==> config.mk <==
export PLATFORM = sky130hd
export DESIGN_NAME = rmq_sqrt
export DESIGN_NICKNAME = d
export VERILOG_FILES = /design/src/rtl/core/rmq_sqrt.sv
export SDC_FILE = /design/constraint.sdc
export NUM_CORES = 1
export LEC_CHECK = 0
export BUFFER_PORTS_ARGS = -buffer_cell sky130_fd_sc_hd__buf_4
export CORE_ASPECT_RATIO = 0.8
export CORE_MARGIN = 2
export CORE_UTILIZATION = 41
export CTS_BUF_LIST = sky130_fd_sc_hd__clkbuf_16
export DETAILED_ROUTE_END_ITERATION = 16
export HOLD_SLACK_MARGIN = 0.15
export PLACE_DENSITY = 0.57
export SLEW_MARGIN = 0
export SYNTH_ARGS = -nofsm -noshare
export SYNTH_HDL_FRONTEND = slang
export SYNTH_SLANG_ARGS = --single-unit
==> constraint.sdc <==
create_clock -name clk_i -period 7.4 [get_ports clk_i]
set_input_delay 0.37 -clock clk_i [delete_from_list [all_inputs] [get_ports clk_i]]
set_output_delay 0.37 -clock clk_i [all_outputs]
set_load 0.02 [all_outputs]
==> src/rtl/core/rmq_sqrt.sv <==
// ----------------------------------------------------------------------------
// Pipelined integer square root
// Restoring method, one result bit per register stage.
// ----------------------------------------------------------------------------
module rmq_sqrt #(
  parameter int unsigned IN_W = 32
) (
  input  logic                      clk_i,
  input  logic [(IN_W+1)/2-1:0]     en_i,
  input  logic [IN_W-1:0]           rad_i,
  output logic [(IN_W+1)/2-1:0]     root_o
);

  localparam int unsigned SW  = (IN_W + 1) / 2;
  localparam int unsigned RMW = SW + 2;
  localparam int unsigned PW  = 2 * SW;

  logic [RMW-1:0] rem_q  [SW];
  logic [SW-1:0]  root_q [SW];
  logic [PW-1:0]  x_q    [SW];

  for (genvar t = 0; t < SW; t++) begin : g_stage
    logic [RMW-1:0] p_rem;
    logic [SW-1:0]  p_root;
    logic [PW-1:0]  p_x;
    logic [RMW-1:0] cur;
    logic [RMW-1:0] trial;
    logic [RMW-1:0] diff;
    logic           ge;

    if (t == 0) begin : g_first
      assign p_rem  = '0;
      assign p_root = '0;
      assign p_x    = PW'(rad_i);
    end else begin : g_next
      assign p_rem  = rem_q[t-1];
      assign p_root = root_q[t-1];
      assign p_x    = x_q[t-1];
    end

    assign cur   = {p_rem[SW-1:0], p_x[PW-1 -: 2]};
    assign trial = {p_root, 2'b01};
    assign ge    = cur >= trial;
    assign diff  = cur - trial;

    always_ff @(posedge clk_i) begin
      if (en_i[t]) begin
        rem_q[t]  <= ge ? diff : cur;
        root_q[t] <= {p_root[SW-2:0], ge};
        x_q[t]    <= p_x << 2;
      end
    end
  end

  assign root_o = root_q[SW-1];

endmodule

==> flow_metrics.env, run 1 <==
export IMPL_drv_cap=0
export IMPL_dp_slack_ps=3970
export IMPL_n_antenna_cell=0
export IMPL_synth_nets=2224
export IMPL_hold_viol=0
export IMPL_use_met2_pct=20.6
export IMPL_avgSynthCellArea_sq_um=13.6
export IMPL_grt_overflow_total=0
export IMPL_design_portCount=65
export IMPL_fin_crit_sh_pct=47.5
export IMPL_synth_seq_cells=600
export IMPL_cts_made_buffers=59
export IMPL_cts_root_buf="clkbuf_16"
export IMPL_powerDensity_nw_per_um2=284
export IMPL_drive_gt1_share_pct=10.4
export IMPL_end_kind="flop"
export IMPL_r2r_slack_ps=3890
export IMPL_initial_utilization_pct=41.6
export IMPL_grt_pass1_vias=15469
export IMPL_rows=84
export IMPL_seq_area_frac_synth_pct=65.5
export IMPL_cts_tree="done"
export IMPL_via_per_inst=5.11
export IMPL_drt_pass1_iter_count=5
export IMPL_relSlewSlack_pct=18.1
export IMPL_setup_slack_ps=3890
export IMPL_power_mw=8.89
export IMPL_timing_hold_ws_ps=212
export IMPL_port_buffers=64
export IMPL_antenna_found_initial=0
export IMPL_cts_resized=0
export IMPL_crit_path_top_delay_cell="or3_1"
export IMPL_finalWirelength_mm=49.1
export IMPL_clock_latency_ps=620
export IMPL_grt_busiest_layer="met1"
export IMPL_p_clk_share_pct=33.7
export IMPL_fmaxAchievable_ghz=0.285
export IMPL_setup_viol=0
export IMPL_wire_per_inst_um=16.0
export IMPL_track_usage_pct=14.3
export IMPL_synth_area_sq_um=27500
export IMPL_tightest_slew_ps=1230
export IMPL_cts_clk_slew_worst_paths_ps=60
export IMPL_met1_usage_pct=21.8
export IMPL_startpoint_type="flop"
export IMPL_cp_required_ps=7730
export IMPL_ys_warn_count=0
export IMPL_ys_flop_type="edfxtp_1"
export IMPL_fillers=5700
export IMPL_dieWidth_um=294
export IMPL_num_nets_final=2362
export IMPL_grt_pass1_wl_mm=80.4
export IMPL_async_flop_share_pct=0
export IMPL_fin_util_pct=47.3
export IMPL_crit_type="reg2reg"
export IMPL_finalNonFillerCells=3066
export IMPL_period_needed_ps=3510
export IMPL_die_area_sq_um=69200
export IMPL_design_area_sq_um=31300
export IMPL_rsz0062_at_grt="false"
export IMPL_outcome="finished, final reports clean"
export IMPL_swShare_pct=25.3
export IMPL_drt_iter0_drc=1203
export IMPL_drtAntennaViolNets=0
export IMPL_cts_setup_buffers=0
export IMPL_area_delta_synth_final_pct=13.6
export IMPL_cts_sink_count=600
export IMPL_p_leak_nw=12.1
export IMPL_drc=0
export IMPL_peakVddDrop_mv=0.189
export IMPL_critPathArrivalTime_ps=3840
export IMPL_gr_usage_met3_pct=2.76
export IMPL_comb_power_share_pct=16.5
export IMPL_path_cells="ha_1 -> nor2b_1 -> o21ai_0 -> a21boi_0 -> o2111ai_1 -> a21oi_1 -> or3_1 -> mux2_2"
export IMPL_place_hpwl_mm=36.0
export IMPL_gp_congestion=0.926
export IMPL_drv_slew=0
export IMPL_cts_path_max_buffers=3
export IMPL_placed_cells=2926
export IMPL_crit_fanout=13
export IMPL_p_switching_mw=2.25
export IMPL_hp_class="in2reg"
export IMPL_grt_max_degree=46
export IMPL_die_h_um=236
export IMPL_coreArea_sq_um=66100
export IMPL_netlist_instances=2023
export IMPL_synth_distinct_cells=69
export IMPL_finalSetupTns_ps=0
export IMPL_worst_path_largest_cell_delay_ps=630
export IMPL_post_dp_cell_area_sq_um=29000
export IMPL_cts_max_level=2
export IMPL_p_seq_share_pct=49.8
export IMPL_p_int_mw=6.64
export IMPL_vias=15672
export IMPL_clock_skew_ps=47.5
export IMPL_synth_edf_count=600
[synth_stat cells (5+ instances only)]
library cell  instances  area share, %
o31ai_1              16           0.44
o21bai_1              8           0.22
mux2i_1               5           0.18
nand3b_1             10           0.27
nand3_1              27           0.49
nor2b_1              22           0.50
nor2_1              126            1.7
and3_1               11           0.25
a21oi_1             103            1.9
edfxtp_1            600             65
mux2_2               46            1.9
nor3_1               48           0.87
or4_1                 5           0.14
mux2_4                7           0.38
or3_1                35           0.80
o211ai_1             14           0.38
a211oi_1             14           0.38
o2111ai_1             5           0.16
nand4_1              17           0.39
a31oi_1               6           0.14
a21boi_0              8           0.22
ha_1                152            6.9
clkbuf_1             18           0.25
nor4_1               16           0.36
a21o_1               23           0.63
o21ai_0              93            1.7
and2_1               14           0.32
xor2_1               54            1.7
nand2b_1             27           0.61
o21a_1               43            1.2
xnor2_1             100            3.2
nand2_1              84            1.1
inv_1               189            2.6
or2_2                13           0.30
[cell families after synthesis]
logic type	Yosys count	share of synthesized area, %
flip-flops	600	65.5
multiplexers	58	2.45
other	1	0.0136
AND/OR/NAND/NOR	473	8.75
AO/OA/AOI/OAI	369	8.49
XOR/XNOR	154	4.90
buffers and inverters	216	3.04
adder cells (fa/ha/maj)	152	6.91
[power groups by stage]
stage | registers, mW | clock network, mW | logic (mW)
after floorplan | 4.42 | 0 | 1.07
after global routing | 4.47 | 3.22 | 1.65
after global placement | 4.50 | 0 | 1.39
after CTS | 4.43 | 3.09 | 1.46
after detailed placement | 4.50 | 0 | 1.43
final | 4.42 | 2.99 | 1.47
[registers in the layout (all words and copies together), names as in the netlist]
| signal | cells |
|---|---|
| rem_q | 224 |
| root_q | 136 |
| x_q | 240 |
[per-layer routing]
layer	vias up	share of wire, %	routed length (um)
li1	7773	-	-
met1	7472	51	25000
met2	343	41	20300
met3	84	5.3	2590
met4	0	2.3	1150
met5	-	0	0
[worst paths after layout]
| check | startpoint | endpoint | cells after the start |
|---|---|---|---|
| setup / recovery | rem_q[1][18] | rem_q[1][40] | 8 |
| hold / removal | en_i[0] | x_q[0][13] | 1 |
| setup reg to reg | rem_q[1][18] | rem_q[1][40] | 8 |
| hold reg to reg | x_q[0][14] | x_q[0][46] | 0 |
[worst max-delay path: cells and delay by family (launching register included)]
family / cells / cell delay, ps
fa+ha+maj: 1 / 390
mux: 1 / 410
compound gates: 4 / 1230
simple gates: 2 / 780
flops: 1 / 400
[placed cells by master, fill, tap and decap left out, types with 27 or more instances in the layout]
master / count
mux2_2: 46
edfxtp_1: 600
a21oi_1: 103
o21ai_0: 93
clkbuf_16: 59
xnor2_1: 100
nand3_1: 27
buf_4: 67
or3_1: 35
dlygate4sd3_1: 34
nor3_1: 48
inv_1: 199
nand2b_1: 27
nor2_1: 126
nand2_1: 84
ha_1: 152
xor2_1: 54
o21a_1: 43
[what timing repair did]
item | 4_1_cts | 5_1_grt
endpoints found under the setup margin | 0 | 0
hold buffers | 34 | 0
hold endpoints to repair | 49 | 0
[final cells by class]
type,instances,area (sq um),area share [%]
clock inverters,47,469,1.50
inverters,192,721,2.30
repair buffers,101,843,2.70
multi-input cells,1207,8680,27.7
well taps,860,1080,3.44
clock buffers,59,1480,4.72
flip-flops and latches,600,18000,57.6
Note: power is estimated with default switching activity, not from simulation.
==> run 2: changes to the inputs <==
--- a/config.mk
+++ b/config.mk
@@ -5,6 +5,7 @@
 export SDC_FILE = /design/constraint.sdc
 export NUM_CORES = 1
 export LEC_CHECK = 0
+export ABC_AREA = 1
 export BUFFER_PORTS_ARGS = -buffer_cell sky130_fd_sc_hd__buf_4
 export CORE_ASPECT_RATIO = 0.8
 export CORE_MARGIN = 2
@@ -12,7 +13,7 @@
 export CTS_BUF_LIST = sky130_fd_sc_hd__clkbuf_16
 export DETAILED_ROUTE_END_ITERATION = 16
 export HOLD_SLACK_MARGIN = 0.15
-export PLACE_DENSITY = 0.57
+export PLACE_DENSITY = 0.59
 export SLEW_MARGIN = 0
 export SYNTH_ARGS = -nofsm -noshare
 export SYNTH_HDL_FRONTEND = slang
==> constraint.sdc (replaced) <==
create_clock -name clk_i -period 3.2 [get_ports clk_i]
set_input_delay 0.16 -clock clk_i [delete_from_list [all_inputs] [get_ports clk_i]]
set_output_delay 0.16 -clock clk_i [all_outputs]
set_load 0.02 [all_outputs]
==> flow_metrics.env, run 2 <==
export IMPL_drv_cap=0
export IMPL_worst_path_largest_cell_delay_ps=690
export IMPL_finalNonFillerCells=4490
export IMPL_cp_required_ps=3530
export IMPL_path_cells="ha_1 -> nand2_1 -> nor2_2 -> nand2_1 -> o21ai_1 -> nor2_2 -> nand2_4 -> nand2_1 -> o21ai_0"
export IMPL_rr_startpoint="rem_q[1][94]"
export IMPL_yosysMostFrequentCell="nand2_1"
export IMPL_area_delta_synth_final_pct=13.1
export IMPL_dieWidth_um=312
export IMPL_cts_path_max_buffers=3
export IMPL_p_int_mw=15.3
export IMPL_via_per_inst=4.75
export IMPL_cp_common_cell="nand2_1"
export IMPL_track_usage_pct=16.9
export IMPL_largest_reg_flops=240
export IMPL_synth_common_cells="1,020 x nand2_1, 600 x edfxtp_1, 579 x inv_1"
export IMPL_peakVddDrop_mv=0.458
export IMPL_num_nets_final=3629
export IMPL_grt_overflow_total=0
export IMPL_final_common_cell="nand2_1"
export IMPL_r2r_slack_ps=570
export IMPL_grt_pass1_vias=19975
export IMPL_gr_usage_met3_pct=2.94
export IMPL_crit_fanout=18
export IMPL_multi_input_area_sq_um=10700
export IMPL_place_hpwl_mm=49.8
export IMPL_grt_busiest_layer="met1"
export IMPL_top_register="x_q"
export IMPL_fin_util_pct=46.8
export IMPL_dp_slack_ps=592
export IMPL_cts_made_buffers=66
export IMPL_seq_area_frac_synth_pct=57.8
export IMPL_cts_tree="done"
export IMPL_outcome="finished, final reports clean"
export IMPL_reg2regPathDepth=9
export IMPL_critPathArrivalTime_ps=2960
export IMPL_end_kind="flop"
export IMPL_fmaxAchievable_ghz=0.380
export IMPL_finalSetupTns_ps=0
export IMPL_rsz0062_at_grt="false"
export IMPL_antenna_found_initial=0
export IMPL_p_leak_nw=16.0
export IMPL_design_portCount=65
export IMPL_reg2reg_to="rem_q[1][109]"
export IMPL_hold_viol=0
export IMPL_p_switching_mw=6.03
export IMPL_final_cell_mix="1,020 x nand2_1, 600 x edfxtp_1, 595 x inv_1"
export IMPL_cts_root_buf="clkbuf_16"
export IMPL_drc=0
export IMPL_initial_utilization_pct=41.4
export IMPL_hp_class="in2reg"
export IMPL_period_needed_ps=2630
export IMPL_async_flop_share_pct=0
export IMPL_clock_latency_ps=610
export IMPL_netlist_instances=3270
export IMPL_synth_area_sq_um=31200
export IMPL_fin_crit_sh_pct=82.2
export IMPL_regArea_sq_um=18000
export IMPL_comb_power_share_pct=18.4
export IMPL_gp_congestion=0.944
export IMPL_grt_max_degree=46
export IMPL_n_antenna_cell=0
export IMPL_cts_sink_count=600
export IMPL_finalWirelength_mm=65.7
export IMPL_synth_top_area_cell="edfxtp_1"
export IMPL_timing_hold_ws_ps=268
export IMPL_largestRegisters="x_q: 240 flops, rem_q: 224 flops, root_q: 136 flops"
export IMPL_cts_resized=0
export IMPL_port_buffers=64
export IMPL_ys_top_cells_by_area="edfxtp_1 58%, nand2_1 12%, inv_1 7.0%, ha_1 6.1%, nand3_1 3.4%"
export IMPL_post_dp_cell_area_sq_um=32700
export IMPL_design_area_sq_um=35300
export IMPL_p_seq_share_pct=47.3
export IMPL_drt_pass1_iter_count=5
export IMPL_crit_path_top_delay_cell="nor2_2"
export IMPL_holdPathEnd="x_q[0][20]"
export IMPL_setup_viol=0
export IMPL_vias=21317
export IMPL_tightest_slew_ps=893
export IMPL_netlist_area_leader_share_pct=57.8
export IMPL_powerDensity_nw_per_um2=606
export IMPL_drtAntennaViolNets=0
export IMPL_synth_distinct_cells=47
export IMPL_crit_type="reg2reg"
export IMPL_setup_slack_ps=569
export IMPL_ys_flop_type="edfxtp_1"
export IMPL_power_mw=21.4
export IMPL_grt_pass1_wl_mm=106
export IMPL_placed_cells=4323
export IMPL_avgSynthCellArea_sq_um=9.54
export IMPL_drive_gt1_share_pct=7.56
export IMPL_use_met2_pct=24.5
export IMPL_coreArea_sq_um=75300
export IMPL_ys_warn_count=0
export IMPL_drv_slew=0
export IMPL_startpoint_type="flop"
export IMPL_cts_clk_slew_worst_paths_ps=60
export IMPL_min_path_cells=2
export IMPL_min_from="rad_i[20]"
export IMPL_synth_seq_cells=600
export IMPL_met1_usage_pct=26.0
export IMPL_cts_max_level=3
export IMPL_fillers=7015
export IMPL_p_clk_share_pct=34.3
export IMPL_die_h_um=251
export IMPL_die_area_sq_um=78300
export IMPL_synth_nets=3471
export IMPL_rows=90
export IMPL_swShare_pct=28.2
export IMPL_wire_per_inst_um=14.6
export IMPL_relSlewSlack_pct=40.4
export IMPL_clock_skew_ps=34.6
export IMPL_synth_edf_count=600
export IMPL_drt_iter0_drc=1747
run 2: cell types whose count changed after synthesis, moves of 32 or more:
cell,before,now
nand2_1,84,1020
o21a_1,43,2
inv_1,189,579
xnor2_1,100,28
mux2_2,46,0
nand3_1,27,210
nor2_1,126,214
or3_1,35,0
nand4_1,17,49
run 2: worst max-delay path, delay by kind of cell (launching register included):
| family | cells | cell delay [ps] |
|---|---|---|
| and+or+nand+nor | 6 | 1450 |
| adders and majority gates | 1 | 380 |
| DFF | 1 | 390 |
| AOI/OAI and AO/OA | 2 | 160 |
run 2: how the worst max path moves through the flow:
stage | cells past startpoint | to | from | slack, ps
finish | 9 | rem_q[1][109] | rem_q[1][94] | 570
global route | 9 | rem_q[1][109] | rem_q[1][94] | 370
CTS | 9 | rem_q[1][109] | rem_q[1][93] | 590
detailed placement | 9 | rem_q[1][120] | rem_q[1][93] | 590
global placement | 9 | rem_q[1][109] | rem_q[1][92] | 650
floorplan | 8 | rem_q[0][113] | rem_q[0][95] | 1330
run 2: logic make-up (layout without fill, tap and decap cells):
logic type,count (synthesis),after routing,share of synthesized area (%)
compound gates,202,202,3.85
xor+xnor,80,80,2.25
fa+ha+maj,152,152,6.10
buf+inv,617,825,8.01
flops,600,600,57.8
other cells,1,1,0.0120
simple gates,1618,1618,22.0
run 2: layout make-up:
type | count | share of cell area, %
Multi-Input combinational cell | 2053 | 30.3
Tap cell | 1012 | 3.59
Sequential cell | 600 | 51.1
Timing Repair Buffer | 113 | 2.75
Clock inverter | 50 | 1.13
Clock buffer | 68 | 4.82
Inverter | 594 | 6.36
run 2: routing by layer:
metal  part of all wire (%)  wire length (um)
met3                    5.5              3630
met4                    2.1              1380
met1                     51             33500
met2                     41             27200
met5                      0                 0
run 2: power by group through the flow:
stage	Combinational, mW	Clock [mW]	Sequential (mW)
floorplan	2.88	0	10.1
global placement	3.82	0	10.3
detailed placement	3.85	0	10.3
CTS	3.92	7.53	10.1
global route	4.53	7.84	10.2
finish	3.93	7.32	10.1
run 2: timing repair:
action	4_1_cts	5_1_grt
setup buffers	0	0
endpoints found under the hold margin	633	0
hold buffers	49	0
