==> src/rtl/core/rmq_pkg.sv <==
// ----------------------------------------------------------------------------
// Rotation matrix to quaternion: shared package
// Word types of both channels, field widths and component codes.
// ----------------------------------------------------------------------------
package rmq_pkg;

  localparam int unsigned RmqFracBits = 14;
  localparam int unsigned FieldW      = 16;
  // Magnitude of a sum or difference of two matrix elements.
  localparam int unsigned MagW        = 17;
  // Quotient bits kept before saturation.
  localparam int unsigned QuoW        = 17;

  // Quaternion component codes.
  localparam logic [1:0] CompX = 2'd0;
  localparam logic [1:0] CompY = 2'd1;
  localparam logic [1:0] CompZ = 2'd2;
  localparam logic [1:0] CompW = 2'd3;

  typedef struct packed {
    logic signed [FieldW-1:0] m00;
    logic signed [FieldW-1:0] m01;
    logic signed [FieldW-1:0] m02;
    logic signed [FieldW-1:0] m10;
    logic signed [FieldW-1:0] m11;
    logic signed [FieldW-1:0] m12;
    logic signed [FieldW-1:0] m20;
    logic signed [FieldW-1:0] m21;
    logic signed [FieldW-1:0] m22;
  } rmq_in_t;

  typedef struct packed {
    logic signed [FieldW-1:0] quat_x;
    logic signed [FieldW-1:0] quat_y;
    logic signed [FieldW-1:0] quat_z;
    logic signed [FieldW-1:0] quat_w;
    logic                     degenerate;
  } rmq_out_t;

  // Per-word control that rides along the pipeline.
  typedef struct packed {
    logic       degen;
    logic [1:0] hsel;
    logic [2:0] neg;
  } rmq_side_t;

endpackage

==> src/rtl/core/rmq_div.sv <==
// ----------------------------------------------------------------------------
// Pipelined rounding divider
// Computes (mag * 2^F + root) / (2 * root), one quotient bit per stage.
// ----------------------------------------------------------------------------
module rmq_div
  import rmq_pkg::*;
#(
  parameter int unsigned FRAC_BITS = RmqFracBits,
  parameter int unsigned ROOT_W    = 16
) (
  input  logic              clk_i,
  input  logic [QuoW:0]     en_i,
  input  logic [ROOT_W-1:0] root_i,
  input  logic [MagW-1:0]   mag_i,
  output logic [QuoW-1:0]   quo_o,
  output logic              ovf_o
);

  localparam int unsigned NW = ((MagW + FRAC_BITS > ROOT_W) ? MagW + FRAC_BITS : ROOT_W) + 1;
  localparam int unsigned DW = ROOT_W + 1;

  logic [NW-1:0] num;
  logic [NW-1:0] hi;
  logic [DW-1:0] den;
  logic          ovf;

  // The quotient fits QuoW bits only when the upper part of the numerator
  // is below the divisor; otherwise the result saturates anyway.
  assign num = (NW'(mag_i) << FRAC_BITS) + NW'(root_i);
  assign den = {root_i, 1'b0};
  assign hi  = num >> QuoW;
  assign ovf = hi >= NW'(den);

  logic [DW-1:0]   rem_q [QuoW+1];
  logic [QuoW-1:0] nlo_q [QuoW+1];
  logic [QuoW-1:0] quo_q [QuoW+1];
  logic [DW-1:0]   den_q [QuoW+1];
  logic            ovf_q [QuoW+1];

  always_ff @(posedge clk_i) begin
    if (en_i[0]) begin
      rem_q[0] <= hi[DW-1:0];
      nlo_q[0] <= num[QuoW-1:0];
      quo_q[0] <= '0;
      den_q[0] <= den;
      ovf_q[0] <= ovf;
    end
  end

  for (genvar t = 1; t <= QuoW; t++) begin : g_stage
    logic [DW:0] cur;
    logic [DW:0] diff;
    logic        ge;

    assign cur  = {rem_q[t-1], nlo_q[t-1][QuoW-1]};
    assign ge   = cur >= {1'b0, den_q[t-1]};
    assign diff = cur - {1'b0, den_q[t-1]};

    always_ff @(posedge clk_i) begin
      if (en_i[t]) begin
        rem_q[t] <= ge ? diff[DW-1:0] : cur[DW-1:0];
        nlo_q[t] <= nlo_q[t-1] << 1;
        quo_q[t] <= {quo_q[t-1][QuoW-2:0], ge};
        den_q[t] <= den_q[t-1];
        ovf_q[t] <= ovf_q[t-1];
      end
    end
  end

  assign quo_o = quo_q[QuoW];
  assign ovf_o = ovf_q[QuoW];

endmodule

==> config.mk <==
export PLATFORM = sky130hd
export DESIGN_NAME = rmq_div
export DESIGN_NICKNAME = d
export VERILOG_FILES = /design/src/rtl/core/rmq_pkg.sv /design/src/rtl/core/rmq_div.sv
export SDC_FILE = /design/constraint.sdc
export NUM_CORES = 1
export LEC_CHECK = 0
export BUFFER_PORTS_ARGS = -buffer_cell sky130_fd_sc_hd__buf_2
export CORE_ASPECT_RATIO = 2
export CORE_MARGIN = 2
export CORE_UTILIZATION = 56
export CTS_CLUSTER_DIAMETER = 30
export DETAILED_ROUTE_END_ITERATION = 10
export PLACE_DENSITY = 0.72
export SLEW_MARGIN = 20
export SYNTH_ARGS = -nofsm -noshare
export SYNTH_HDL_FRONTEND = slang
export SYNTH_SLANG_ARGS = --single-unit
==> constraint.sdc <==
create_clock -name clk_i -period 3.8 [get_ports clk_i]
set_input_delay 0.19 -clock clk_i [delete_from_list [all_inputs] [get_ports clk_i]]
set_output_delay 0.19 -clock clk_i [all_outputs]
set_load 0.05 [all_outputs]
==> results.md, run 1 <==
* Comb power frac at 0.401
* WL/cell at 18.8 microns
* First-pass GRT wire length at 136000 microns
* Core Footprint at 69400 sq um
* DRT Pass-1 Iters at 6
* Lkg Pwr at 17.8 nW
* Cell count after placement at 4267
* Max IR drop VDD at 0.567 mV
* Met3 usage at 0.0437
* Via Count at 26.2k
* Cell type with the largest total area after synthesis: edfxtp_1
* Clock Latency Late Sink at 690 ps
* Worst-margin pin slew at 1100 ps
* Clock power share at 0.257
* Share of layout cells above drive strength 1 at 0.110
* Clock-pin slew on the worst setup and hold paths at 60 ps
* Int Power at 0.0233 W
* Synth Register Bits at 723
* Yosys synthesis warning count at 0
* Syn_area_per_cell at 11.7 sq um
* Sequential area share after synthesis at 0.556
* Synth Cell Area at 39100 sq um
* Cell count after synthesis at 3348
* Final critical-path share of the clock period at 0.898
* Synth area leaders: edfxtp_1, ha_1, a21oi_1, inv_1, nor2_1
* Vias in the first global route at 25.9k
* Startpoint types: input pin
* DRT Wirelength at 84400 microns
* Hold crit path type: input pin to flip-flop
* Detailed router's first-iteration violation count at 1970
* Area delta synth->final at 13.4%
* Layout Cells excl Fill at 4500
* Nets at 3866
* Die X-Extent at 191 microns
* Fraction of synthesis flops using an asynchronous set or reset pin at 0
* Final setup margin at 389 ps
* Switch Pwr at 0.0134 W
* Final setup fails at 0
* Core Rows at 137
* Most frequent cells in the layout: edfxtp_1, inv_1, ha_1
* Critical path type: input pin to flip-flop
* Syn_nets at 3703
* Initial antenna violation count at 2
* Post-CTS Setup Bufs at 0
* Critical Path End Type: flip-flop
* Post-Route Skew at 29.2 ps
* Most Crowded Layer GR: met2
* Sequential share of power at 0.342
* Max Root-Sink Buffers at 3
* Met2 Track Usage GR at 0.387
* H-tree Lvls at 3
* Clock root buffer: clkbuf_16
* Synth top area share at 0.556
* Port buffer count at 69
* # fillers at 5263
* Dpl ws at 182 ps
* Synth unique cells at 79
* Antenna Nets Post-Route at 0
* Grt total ovfl at 0
* Fmax at 0.293 GHz
* Final Max Tran Viols at 0
* Clock Sinks at 723
* Unrepaired setup endpoints after global routing: no
* Worst-path maximum fanout at 5
* RD Place Congestion at 0.898
* Boundary Pins at 70
* Antenna cells at 0
* Synth Flop Type: edfxtp_1
* Initial Utilization at 0.563
* Total negative slack at 0 ps
* Number of synthesized flops with an enable pin at 723
* Pwr per Cell Area at 828 nW/um^2
* Total Routing Usage GR at 0.239
* Vias per inst at 5.83
* TritonCTS buffer count at 101
* CTS tree: built
* Sw frac at 0.364
* Largest net degree at the start of global routing at 50
* DRC at 0
* GR met1 Demand/Resource at 0.326
* Critical path required time at 4220 ps
* Maxcap violations at 0
* CP arrival at 3830 ps
* Crit path time final at 3410 ps
* Die area at 72000 sq um
* DP Wirelength at 61900 microns
* Slew HR at 0.266
* Die height at 378 microns
* Status: finished, final reports clean
* Commonest non-fill, non-tap cell in the layout: edfxtp_1
* Final Hold Violating Endpoints at 0
==> logic make-up after synthesis <==
family	after synthesis	share of synthesized area
xor+xnor	190	0.0426
simple gates	792	0.0951
compound gates	824	0.135
mux	99	0.0289
fa+ha+maj	303	0.100
buf+inv	417	0.0421
flops	723	0.556
==> stage by stage <==
step | hold WS, ps | utilization | area [sq um] | total power (W)
floorplan | 289 | - | 39100 | 0.0235
global placement | 385 | 0.581 | 40400 | 0.0267
detailed placement | 384 | 0.581 | 40400 | 0.0270
CTS | 93.1 | 0.637 | 44200 | 0.0367
global route | 31.9 | 0.638 | 44300 | 0.0390
finish | 15.8 | 0.638 | 44300 | 0.0367
==> registers in the layout, indices dropped and copies added (netlist names) <==
name,cells
ovf_q,18
quo_q,153
nlo_q,139
rem_q,287
den_q,126
==> worst paths after layout <==
path                              startpoint            end  slack (ps)  depth (start not counted)
worst max-delay path              root_i[14]       ovf_q[0]         390                         15
worst max register to register  nlo_q[4][14]   rem_q[5][10]         730                          9
worst min register to register   quo_q[9][6]   quo_q[10][7]         410                          0
worst min-delay path                en_i[14]  quo_q[14][13]          20                          1
==> per-layer routing <==
layer | wire [microns] | up-vias | share of wire
met4 | 2050 | 2 | 0.024
met3 | 5380 | 143 | 0.064
met1 | 36700 | 12562 | 0.43
li1 | - | 12725 | -
met5 | 16 | - | 0.00019
met2 | 40300 | 801 | 0.48
==> cells in the mapped netlist (all sizes together), types with 49 or more instances <==
cell type,number
nor2b,49
nor2,269
o21ai,182
ha,286
inv,344
xnor2,107
xor2,83
a21oi,280
nand3,59
mux2,86
nand2,204
edfxtp,723
nor3,52
a21o,63
==> layout make-up <==
type,count,area (sq um),area share
flip-flops and latches,723,21700,0.490
multi-input cells,2208,15700,0.355
clock buffers,107,2550,0.0576
inverters,344,1290,0.0292
well taps,903,1130,0.0255
repair buffers,133,973,0.0220
clock inverters,82,906,0.0205
==> power by group through the flow <==
stage               Combinational, W  Sequential (W)  Clock [W]
floorplan                     0.0113          0.0122          0
global placement              0.0140          0.0126          0
detailed placement            0.0144          0.0127          0
CTS                           0.0145          0.0126    0.00960
global route                  0.0164          0.0127    0.00991
finish                        0.0147          0.0126    0.00943
==> critical path, stage by stage <==
cell,delay (ps)
dlygate4sd3_1,510
buf_2,190
ha_1,220
inv_1,70
fa_1,410
nor2_1,190
nand3_1,270
xnor2_1,300
ha_1,300
nand2_1,80
nor2_1,40
a2111oi_1,320
o21ai_0,250
a221oi_2,340
o32ai_1,130
==> repair_timing <==
item | 4_1_cts | 5_1_grt
endpoints found under the setup margin | 0 | 1
gates resized for setup | 0 | 2
hold endpoints to repair | 53 | 22
hold buffers | 40 | 2
Power figures use the tool's default switching activity.
==> run 2, diff against run 1 <==
==> constraint.sdc (replaced) <==
create_clock -name clk_i -period 3.3 [get_ports clk_i]
set_input_delay 0.165 -clock clk_i [delete_from_list [all_inputs] [get_ports clk_i]]
set_output_delay 0.165 -clock clk_i [all_outputs]
set_load 0.05 [all_outputs]
==> run 2 against run 1 <==
Compared with the run above: sequential share of layout area increased by 0.051 points; clock power increased by 11%; critical endpoint unchanged; power increased by 14%; via count increased by 0.80%; cell area decreased by 0.10%; register-to-register slack got worse by 480 ps; final cell count increased by 0.11%; sequential power increased by 15%.
==> results.md, run 2 (same netlist as run 1, synthesis figures left out) <==
* Final setup fails at 0 (unchanged)
* Boundary Pins at 70 (unchanged)
* Final setup margin at 174 ps (-215 ps)
* Via Count at 26.4k (+0.80%)
* Die height at 378 microns (unchanged)
* Final Hold Violating Endpoints at 0 (unchanged)
* Post-Layout Inst Area at 44200 sq um (-0.10%)
* CP arrival at 3530 ps (-300 ps)
* Clock root buffer: clkbuf_16
* Vias in the first global route at 25.5k (-1.5%)
* Post-Route Skew at 22.5 ps (-6.69 ps)
* Clock Latency Late Sink at 670 ps (-20 ps)
* Area of the multi-input gates at 15700 sq um (about the same)
* Port buffer count at 69 (unchanged)
* Hold crit path type: input pin to flip-flop
* Max IR drop VDD at 0.635 mV (+12%)
* Total negative slack at 0 ps (unchanged)
* Int Power at 0.0269 W (+15%)
* Worst-margin pin slew at 1080 ps (-23.3 ps)
* Grt total ovfl at 0 (unchanged)
* Die X-Extent at 191 microns (unchanged)
* DP Wirelength at 62500 microns (+0.93%)
* Clock Sinks at 723 (unchanged)
* Antenna Nets Post-Route at 0 (unchanged)
* RD Place Congestion at 0.921 (+2.6%)
* Biggest regs: rem_q: 287 flops, quo_q: 153 flops, nlo_q: 139 flops
* Status: finished, final reports clean
* Critical Path End Type: flip-flop
* Comb power frac at 0.405 (+0.004)
* Antenna cells at 0 (unchanged)
* Total Routing Usage GR at 0.236 (-0.00307)
* Commonest non-fill, non-tap cell in the layout: edfxtp_1
* Die area at 72000 sq um (unchanged)
* Final critical-path share of the clock period at 0.947
* # fillers at 5276 (+0.25%)
* Initial antenna violation count at 2 (unchanged)
* WL/cell at 18.9 microns (+0.73%)
* Area delta synth->final at 13.3%
* Initial Utilization at 0.563 (unchanged)
* Share of layout cells above drive strength 1 at 0.110 (+0.000126)
* Maxcap violations at 0 (unchanged)
* Detailed router's first-iteration violation count at 2188 (+11%)
* Crit path time final at 3130 ps
* Cell count after placement at 4283 (+0.37%)
* Layout Cells excl Fill at 4505 (+0.11%)
* Slew HR at 0.281 (+0.0155)
* Worst hold slack at 16.6 ps (+0.792 ps)
* Critical path type: input pin to flip-flop
* Max Root-Sink Buffers at 3 (unchanged)
* Dpl ws at 39.8 ps (-142 ps)
* DRT Pass-1 Iters at 6 (unchanged)
* Register area at 21700 sq um (unchanged)
* Nets at 3879 (+0.34%)
* Most flop-heavy register: rem_q
* Vias per inst at 5.87 (+0.68%)
* Switch Pwr at 0.0151 W (+13%)
* Sequential share of power at 0.346 (+0.004)
* Dpl cell area at 40500 sq um (+0.33%)
* DRC at 0 (unchanged)
* TritonCTS buffer count at 98 (-3.0%)
* Clock-pin slew on the worst setup and hold paths at 60 ps (about the same)
* Clock power share at 0.249 (-0.008)
* Pwr per Cell Area at 949 nW/um^2 (+15%)
* CTS tree: built
* DRT Wirelength at 85100 microns (+0.84%)
* Fmax at 0.320 GHz
* Sw frac at 0.359 (-0.00480)
* Max reg flops at 287 (unchanged)
* First-pass GRT wire length at 134000 microns (-1.5%)
* Largest net degree at the start of global routing at 50 (unchanged)
* Startpoint types: input pin
* Final Max Tran Viols at 0 (unchanged)
* Worst-path maximum fanout at 3 (-2)
* Core Rows at 137 (unchanged)
* Core Footprint at 69400 sq um (unchanged)
* Most frequent cells in the layout: edfxtp_1, inv_1, ha_1
* Critical path required time at 3710 ps (-510 ps)
* Lkg Pwr at 17.8 nW (+0.12%)
* Post-CTS Setup Bufs at 0 (unchanged)
* H-tree Lvls at 3 (unchanged)
run 2: cell count changes in the layout (fill, tap and decap cells not counted), moves of 2 or more:
cell,change
buf_4,+16
inv_6,-15
inv_8,+5
clkinv_1,+4
clkinv_16,-3
clkinv_2,+3
clkinv_4,-2
clkinv_8,-2
clkinvlp_4,-2
run 2: stage by stage:
| step | power, W | util |
|---|---|---|
| 6_report | 0.0420 | 0.637 |
| 4_1_cts | 0.0420 | 0.636 |
| 3_3_place_gp | 0.0310 | 0.583 |
| 5_1_grt | 0.0446 | 0.637 |
| 3_5_place_dp | 0.0313 | 0.583 |
| 2_1_floorplan | 0.0271 | - |
run 2: final timing paths:
| kind | depth (start not counted) | slack [ps] | to | from |
|---|---|---|---|---|
| setup reg to reg | 9 | 250 | rem_q[5][15] | nlo_q[4][4] |
| hold reg to reg | 0 | 410 | quo_q[5][3] | quo_q[4][2] |
| hold / removal | 1 | 20 | quo_q[13][12] | en_i[13] |
| setup / recovery | 16 | 170 | ovf_q[0] | root_i[14] |
run 2: routing by layer:
layer	global-route usage	routed length (microns)	vias to the layer above
met5	0	13	-
met3	0.0384	5440	148
li1	-	-	12737
met4	0.0826	2300	2
met1	0.328	37400	12717
met2	0.377	39900	838
run 2: repair_timing:
| item | CTS | global route |
|---|---|---|
| hold buffers | 40 | 2 |
| endpoints found under the setup margin | 0 | 1 |
| resized for setup | 0 | 3 |
| hold endpoints to repair | 52 | 21 |
run 2: area by class of cell:
type / instances / share of cell area
Sequential cell: 723 / 0.491
Multi-Input combinational cell: 2208 / 0.356
Clock buffer: 107 / 0.0571
Inverter: 344 / 0.0292
Tap cell: 903 / 0.0255
Timing Repair Buffer: 149 / 0.0251
Clock inverter: 71 / 0.0166
run 2: critical path: stages:
cell	delay (ps)
dlygate4sd3_1	520
buf_2	170
ha_1	190
inv_1	50
fa_1	400
nor2_2	170
nand3_1	160
xnor2_1	230
ha_1	290
nand2_1	80
nor2_1	40
a2111oi_0	350
o21ai_1	200
a221oi_2	290
buf_4	150
o32ai_1	70
run 2: power groups by stage:
stage	combinational (W)	sequential, W	clock [W]
6_report	0.0170	0.0145	0.0105
3_3_place_gp	0.0164	0.0146	0
2_1_floorplan	0.0130	0.0141	0
5_1_grt	0.0189	0.0147	0.0110
4_1_cts	0.0168	0.0145	0.0106
3_5_place_dp	0.0166	0.0146	0
==> run 3, diff against run 2 <==
--- a/config.mk
+++ b/config.mk
@@ -11,7 +11,7 @@
 export CORE_UTILIZATION = 56
 export CTS_CLUSTER_DIAMETER = 30
 export DETAILED_ROUTE_END_ITERATION = 10
-export PLACE_DENSITY = 0.72
+export PLACE_DENSITY = 0.75
 export SLEW_MARGIN = 20
 export SYNTH_ARGS = -nofsm -noshare
 export SYNTH_HDL_FRONTEND = slang
==> constraint.sdc (replaced) <==
create_clock -name clk_i -period 2.8 [get_ports clk_i]
set_input_delay 0.14 -clock clk_i [delete_from_list [all_inputs] [get_ports clk_i]]
set_output_delay 0.14 -clock clk_i [all_outputs]
set_load 0.05 [all_outputs]
==> run 3 against run 2 <==
Compared with the run above: the run now ends with negative hold slack left; critical endpoint is now rem_q[8][4]; largest cell class unchanged; die area is the same; hold slack lost 26 ps; sequential power grew 18%; sequential cell count is the same.
==> results.md, run 3 (same netlist as run 1, synthesis figures left out) <==
* Post-Route Skew at 30.0 ps (+7.56 ps)
* R2R depth at 8 (-1)
* CTS tree: built
* Status: finished with violations
* Biggest regs: rem_q: 287 flops, quo_q: 153 flops, nlo_q: 139 flops
* Final Max Tran Viols at 0 (unchanged)
* Dpl ws at -338 ps (-378 ps)
* Total power draw at 0.0514 W (+22%)
* DRT Pass-1 Iters at 5 (-1)
* Slew HR at 0.290 (+0.00840)
* Maxcap violations at 0 (unchanged)
* Initial antenna violation count at 1 (-1)
* Clock root buffer: clkbuf_16
* Most flop-heavy register: rem_q
* CP arrival at 3160 ps (-370 ps)
* DRT Wirelength at 87800 microns (+3.2%)
* Final Hold Violating Endpoints at 3 (+3)
* Grt total ovfl at 0 (unchanged)
* Clock Sinks at 723 (unchanged)
* Die height at 378 microns (unchanged)
* Worst-margin pin slew at 1070 ps (-12.6 ps)
* Max IR drop VDD at 0.801 mV (+26%)
* Max Root-Sink Buffers at 3 (unchanged)
* Critical path type: flip-flop to flip-flop
* Clock-pin slew on the worst setup and hold paths at 70 ps (about the same)
* Max reg flops at 287 (unchanged)
* Vias in the first global route at 26.8k (+5.0%)
* Critical Path End Type: flip-flop
* Final setup margin at 57.8 ps (-116 ps)
* TritonCTS buffer count at 91 (-7.1%)
* Area delta synth->final at 16.6%
* First-pass GRT wire length at 140000 microns (+4.9%)
* Die area at 72000 sq um (unchanged)
* Largest net degree at the start of global routing at 50 (unchanged)
* Boundary Pins at 70 (unchanged)
* Port buffer count at 69 (unchanged)
* Initial Utilization at 0.563 (unchanged)
* Core Rows at 137 (unchanged)
* Nets at 3992 (+2.9%)
* Clock Latency Late Sink at 680 ps (about the same)
* Lkg Pwr at 18.4 nW (+3.6%)
* Via Count at 26.8k (+1.5%)
* Antenna cells at 0 (unchanged)
* Critical path required time at 3220 ps (-490 ps)
* Unrepaired setup endpoints after global routing: yes
* Vias per inst at 5.81 (-0.96%)
* Hold crit path type: input pin to flip-flop
* Crit path time final at 2740 ps
* Failing checks: negative hold slack
* DRC at 0 (unchanged)
* Detailed router's first-iteration violation count at 2158 (-1.4%)
* WL/cell at 19.0 microns (+0.70%)
* Die X-Extent at 191 microns (unchanged)
* Total Routing Usage GR at 0.248 (+0.0114)
* Final setup fails at 0 (unchanged)
* Commonest non-fill, non-tap cell in the layout: edfxtp_1
* Worst-path maximum fanout at 22 (+19)
* RD Place Congestion at 0.910 (-1.3%)
* Finished Core Util at 0.656 (+0.0189)
* Pwr per Cell Area at 1130 nW/um^2 (+19%)
* Most frequent cells in the layout: edfxtp_1, inv_1, ha_1
* # fillers at 5137 (-2.6%)
* Fmax at 0.365 GHz
* Share of layout cells above drive strength 1 at 0.155 (+0.0449)
* DP Wirelength at 63700 microns (+1.9%)
* Antenna Nets Post-Route at 0 (unchanged)
* Core Footprint at 69400 sq um (unchanged)
* H-tree Lvls at 3 (unchanged)
* Worst hold slack at -9.14 ps (-25.7 ps)
* Startpoint types: flip-flop
* Hold Path Stages at 1 (unchanged)
* Final critical-path share of the clock period at 0.979
-- run 3: per-stage QoR --
stage	area [sq um]	setup TNS, ps	std cells	hold WS, ps
4_1_cts	45100	0	4601	60.1
5_1_grt	45600	-213	4616	15.7
2_1_floorplan	39100	0	3348	239
6_report	45600	0	4616	-9.14
3_3_place_gp	41300	-895	4387	332
3_5_place_dp	41300	-2690	4387	336
-- run 3: worst max-delay path, cell delays in order, from the launching register on --
cell and delay, ps:
edfxtp_1 480, ha_1 400, nand2_1 120, o41ai_2 310, a21oi_1 110, o21ba_1 240, o31ai_4 260, buf_12 200
mux2_2 350
-- run 3: cell type report --
type | instances | area [sq um] | area share
clock buffer | 96 | 2360 | 0.0518
clock inverter | 73 | 880 | 0.0193
inverter | 344 | 1290 | 0.0283
multi-input combinational | 2208 | 16100 | 0.354
sequential | 723 | 21700 | 0.477
tap | 903 | 1130 | 0.0248
timing repair buffer | 269 | 2070 | 0.0454
-- run 3: report_power, final --
part           switching (W)  leakage, nW  total (W)  internal [W]
logic                 0.0119         9.79     0.0219       0.00993
registers            0.00154         7.06     0.0171        0.0156
clock network        0.00494         1.58     0.0124       0.00742
total                 0.0184         18.4     0.0514        0.0330
-- run 3: path summary, 6_finish.rpt --
check | endpoint | slack (ps) | start
worst max register to register | rem_q[8][4] | 60 | rem_q[7][3]
worst min register to register | quo_q[8][2] | 390 | quo_q[7][1]
worst max-delay path | rem_q[8][4] | 60 | rem_q[7][3]
worst min-delay path | quo_q[15][14] | -9 | en_i[15]
-- run 3: metal layers --
layer / global-route usage / vias to the layer above / share of wire
li1: - / 12928 / -
met1: 0.328 / 12890 / 0.42
met2: 0.411 / 844 / 0.49
met3: 0.0344 / 172 / 0.056
met4: 0.0976 / 0 / 0.033
met5: 0 / - / 0
-- run 3: timing repair --
item	in CTS	in global routing
pin swaps	4	10
hold buffers	38	0
endpoints found under the hold margin	67	0
resized for setup	7	71
gates cloned	0	1
setup endpoints to repair	36	93
setup buffers	7	14
